**src/design/mpq_ram.sv**
```systemverilog
// Generic single-port-write, single-port-read RAM with registered read.
module mpq_ram #(
	parameter int unsigned WIDTH = 32,
	parameter int unsigned DEPTH = 64
) (
	input  logic                     clk,
	input  logic                     we,
	input  logic [$clog2(DEPTH)-1:0] waddr,
	input  logic [WIDTH-1:0]         wdata,
	input  logic [$clog2(DEPTH)-1:0] raddr,
	output logic [WIDTH-1:0]         rdata
);

	logic [WIDTH-1:0] mem [DEPTH];

	always_ff @(posedge clk) begin
		if (we) begin
			mem[waddr] <= wdata;
		end
		rdata <= mem[raddr];
	end

endmodule

```
**config.mk**
```make
export PLATFORM = sky130hd
export DESIGN_NAME = mpq_ram
export DESIGN_NICKNAME = d
export VERILOG_FILES = /design/src/design/mpq_ram.sv
export SDC_FILE = /design/constraint.sdc
export NUM_CORES = 2
export LEC_CHECK = 0
export BUFFER_PORTS_ARGS = -buffer_cell sky130_fd_sc_hd__buf_4
export CAP_MARGIN = 20
export CORE_ASPECT_RATIO = 0.9
export CORE_UTILIZATION = 67
export CTS_CLUSTER_SIZE = 10
export DETAILED_ROUTE_END_ITERATION = 16
export MAX_ROUTING_LAYER = met4
export PLACE_DENSITY_LB_ADDON = 0.25
export SETUP_SLACK_MARGIN = 0.5
export SYNTH_ARGS = -nofsm -noshare
export SYNTH_HDL_FRONTEND = slang
export SYNTH_SLANG_ARGS = --single-unit
```
**constraint.sdc**
```tcl
create_clock -name clk -period 8.3 [get_ports clk]
set_clock_uncertainty 0.1 [all_clocks]
set_input_delay 0.415 -clock clk [delete_from_list [all_inputs] [get_ports clk]]
set_output_delay 0.415 -clock clk [all_outputs]
set_load 0.01 [all_outputs]
```
==> flow_metrics.py <==
metrics = {
    "status": {
        "status": "completed",
    },
    "timing": {
        "worstMarginPinSlew_ps": 1280,
        "setup_slack_ps": 4480,
        "drv_slew": 0,
        "maxSlewHeadroom_pct": 14.7,
        "fmax_mhz": 262,
        "hold_viol": 0,
        "fin_crit_sh_pct": 46.0,
        "rsz0062_at_grt": "no",
        "tns_ps": 0,
        "setup_viol": 0,
        "post-route-min-period_ps": 3820,
    },
    "die": {
        "fp.coreArea_sq_mm": 0.116,
        "die-area_sq_mm": 0.119,
        "initial_core_util_pct": 67.9,
        "ioPinCount": 78,
        "die_height_microns": 327,
        "die_width_microns": 363,
        "rows": 118,
    },
    "yosys": {
        "yosysSeqAreaShare_pct": 79.1,
        "synth_flop_cell": "edfxtp_1",
        "synth.top_cell.area_share_pct": 78.3,
        "postSynth.asyncResetShare_pct": 0,
        "yosys_warnings": 0,
        "synthesis.nets": 3370,
        "ys_ff_latch": 2080,
        "syn_area_sq_mm": 0.0785,
        "avgSynthCellArea_sq_um": 23.6,
        "synth_cells": 3324,
        "synth_edf_count": 2048,
        "synth_area_leaders": "edfxtp_1, mux4_2, mux2i_1",
        "synth_cell_types": 34,
        "synth_area_leader_cell": "edfxtp_1",
    },
    "setup_path": {
        "cp_max_fo": 69,
        "worstSetupPathType": "in2reg",
        "crit_required_ps": 8850,
        "arrival_ps": 4370,
        "worst_setup_path_end_kind": "register",
        "cp-start-kind": "input pin",
    },
    "global_routing": {
        "grt_overflow": 0,
        "track_usage_pct": 37.5,
        "antenna_found_initial": 11,
        "grt_pass1_vias": 39976,
        "grt_pass1_wl_microns": 292000,
        "grt_max_degree": 116,
    },
    "layout": {
        "final_nets": 3591,
        "drive_gt1_share_pct": 28.0,
        "utilization_pct": 76.0,
        "area_growth_pct": 11.9,
        "stdcell_count": 5253,
    },
    "clock_network": {
        "clock_sinks": 2080,
        "numCtsBuffers": 226,
        "ctsHoldBuffers": 0,
        "ctsResizeCount": 0,
        "worst_skew_pair.late_latency_ps": 840,
        "clk_pin_slew_ps": 60,
        "clockBufferDepth": 3,
        "cts.htree.levels": 4,
        "postCtsSetupBuffers": 0,
        "root_buffer": "clkbuf_16",
        "cts_tree": "built",
    },
    "pwr": {
        "ir_drop_v": 0.000286,
        "leakage_nw": 27.3,
        "switching_share_pct": 21.4,
        "power.density_mw_per_mm2": 248,
        "p_int_mw": 17.1,
        "pwr-share-comb_pct": 5.1,
        "p_seq_share_pct": 53.8,
        "p_total_mw": 21.8,
        "p_switching_mw": 4.66,
        "clock_power_share_pct": 41.1,
    },
    "place": {
        "portBuffers": 77,
        "dpl.hpwl_microns": 101000,
        "routabilityCongestion": 0.895,
        "dpl.cell_count": 4874,
        "pre_cts_ws_ps": 3810,
    },
    "routing": {
        "drt.antenna.violating_nets": 0,
        "drc_errors": 0,
        "wl_per_cell_microns": 39.7,
        "vias_per_cell": 7.35,
        "dr_total_vias": 38604,
        "drt_wl_total_microns": 209000,
        "drt_iter0_drc": 6279,
        "detail_route.first_pass.iterations": 6,
    },
    "hold_path": {
        "hp-class": "in2reg",
    },
    "job": {
        "cap_violations": 0,
    },
}
## layout make-up
class | instances | area (sq um)
multi-input cells | 1062 | 16000
well taps | 1560 | 1950
flip-flops and latches | 2080 | 62100
fillers | 5629 | 27700
clock inverters | 12 | 135
clock buffers | 356 | 6230
repair buffers | 175 | 1430
diodes | 8 | 20.0
## routing by layer
layer	global-route usage, %	up-vias	share of wire (%)
li1	-	14683	-
met3	10.4	605	14
met2	56.0	3339	47
met1	48.6	19977	33
met5	-	-	0
met4	17.7	0	5.4
## worst max-delay path: stages
cell      delay (ps)
buf_8            600
buf_4            600
buf_4            710
mux4_2           590
nor2b_1          180
a21oi_1           90
a311oi_1        1000
nor3_1           140
## worst paths after layout
path,start,endpoint,slack [ps],cells after the start
worst max-delay path,raddr[0],rdata[4]$_DFF_P_,4480,8
worst min-delay path,wdata[18],mem[26][18]$_DFFE_PP_,50,1
worst max register to register,mem[2][2]$_DFFE_PP_,rdata[2]$_DFF_P_,5580,4
worst min register to register,mem[12][17]$_DFFE_PP_,rdata[17]$_DFF_P_,790,4
## power by group through the flow
stage | combinational [mW] | clock [mW] | sequential (mW)
finish | 1.12 | 8.94 | 11.7
detailed placement | 1.08 | 0 | 11.9
global placement | 1.04 | 0 | 11.9
global route | 1.15 | 9.37 | 11.7
floorplan | 0.566 | 0 | 11.9
CTS | 1.10 | 8.97 | 11.7
## state kept, by name, indices dropped and copies added (netlist names)
name,flops
mem,2048
rdata,32
## logic make-up (layout without fill, tap and decap cells)
logic type             count (synthesis)  in the layout  synth area share [%]
muxes                                637            637                  16.8
AOI/OAI and AO/OA                    202            202                  1.67
and+or+nand+nor                      223            223                  1.27
other                                  0              8                     0
buffers and inverters                182            543                  1.13
DFF                                 2080           2080                  79.1
## stage by stage
| stage | instance area [sq um] | hold WS, ps |
|---|---|---|
| global placement | 81400 | 699 |
| global route | 87900 | 56.2 |
| CTS | 87800 | 25.5 |
| detailed placement | 81500 | 672 |
| finish | 87900 | 52.6 |
| floorplan | 78500 | 414 |
## synth_stat cells, drive strengths merged (2+ instances only)
master,count
edfxtp,2048
mux4,544
nor2,137
buf,108
mux2i,93
o22ai,84
clkbuf,74
a21oi,62
dfxtp,32
o221ai,27
nand2,26
nor2b,15
a22oi,12
a311oi,8
nand2b,8
nor3,7
nand3,5
nand3b,5
or3b,5
a41o,4
and3,4
o32ai,4
or2,3
or3,3
and2,2
nand4,2
## placed cells by master, fill, tap and decap left out, drive strengths merged
cell type  Yosys  final
edfxtp      2048   2048
mux4         544    544
clkbuf        74    357
buf          108    174
nor2         137    137
mux2i         93     93
o22ai         84     84
a21oi         62     62
dfxtp         32     32
o221ai        27     27
nand2         26     26
nor2b         15     15
a22oi         12     12
inv            0     10
diode          0      8
nand2b         8      8
a311oi         8      8
nor3           7      7
nand3b         5      5
nand3          5      5
or3b           5      5
and3           4      4
a41o           4      4
o32ai          4      4
or3            3      3
or2            3      3
and2           2      2
nand4          2      2
clkinv         0      2
a31oi          1      1
nand4b         1      1
Power figures use the tool's default switching activity.
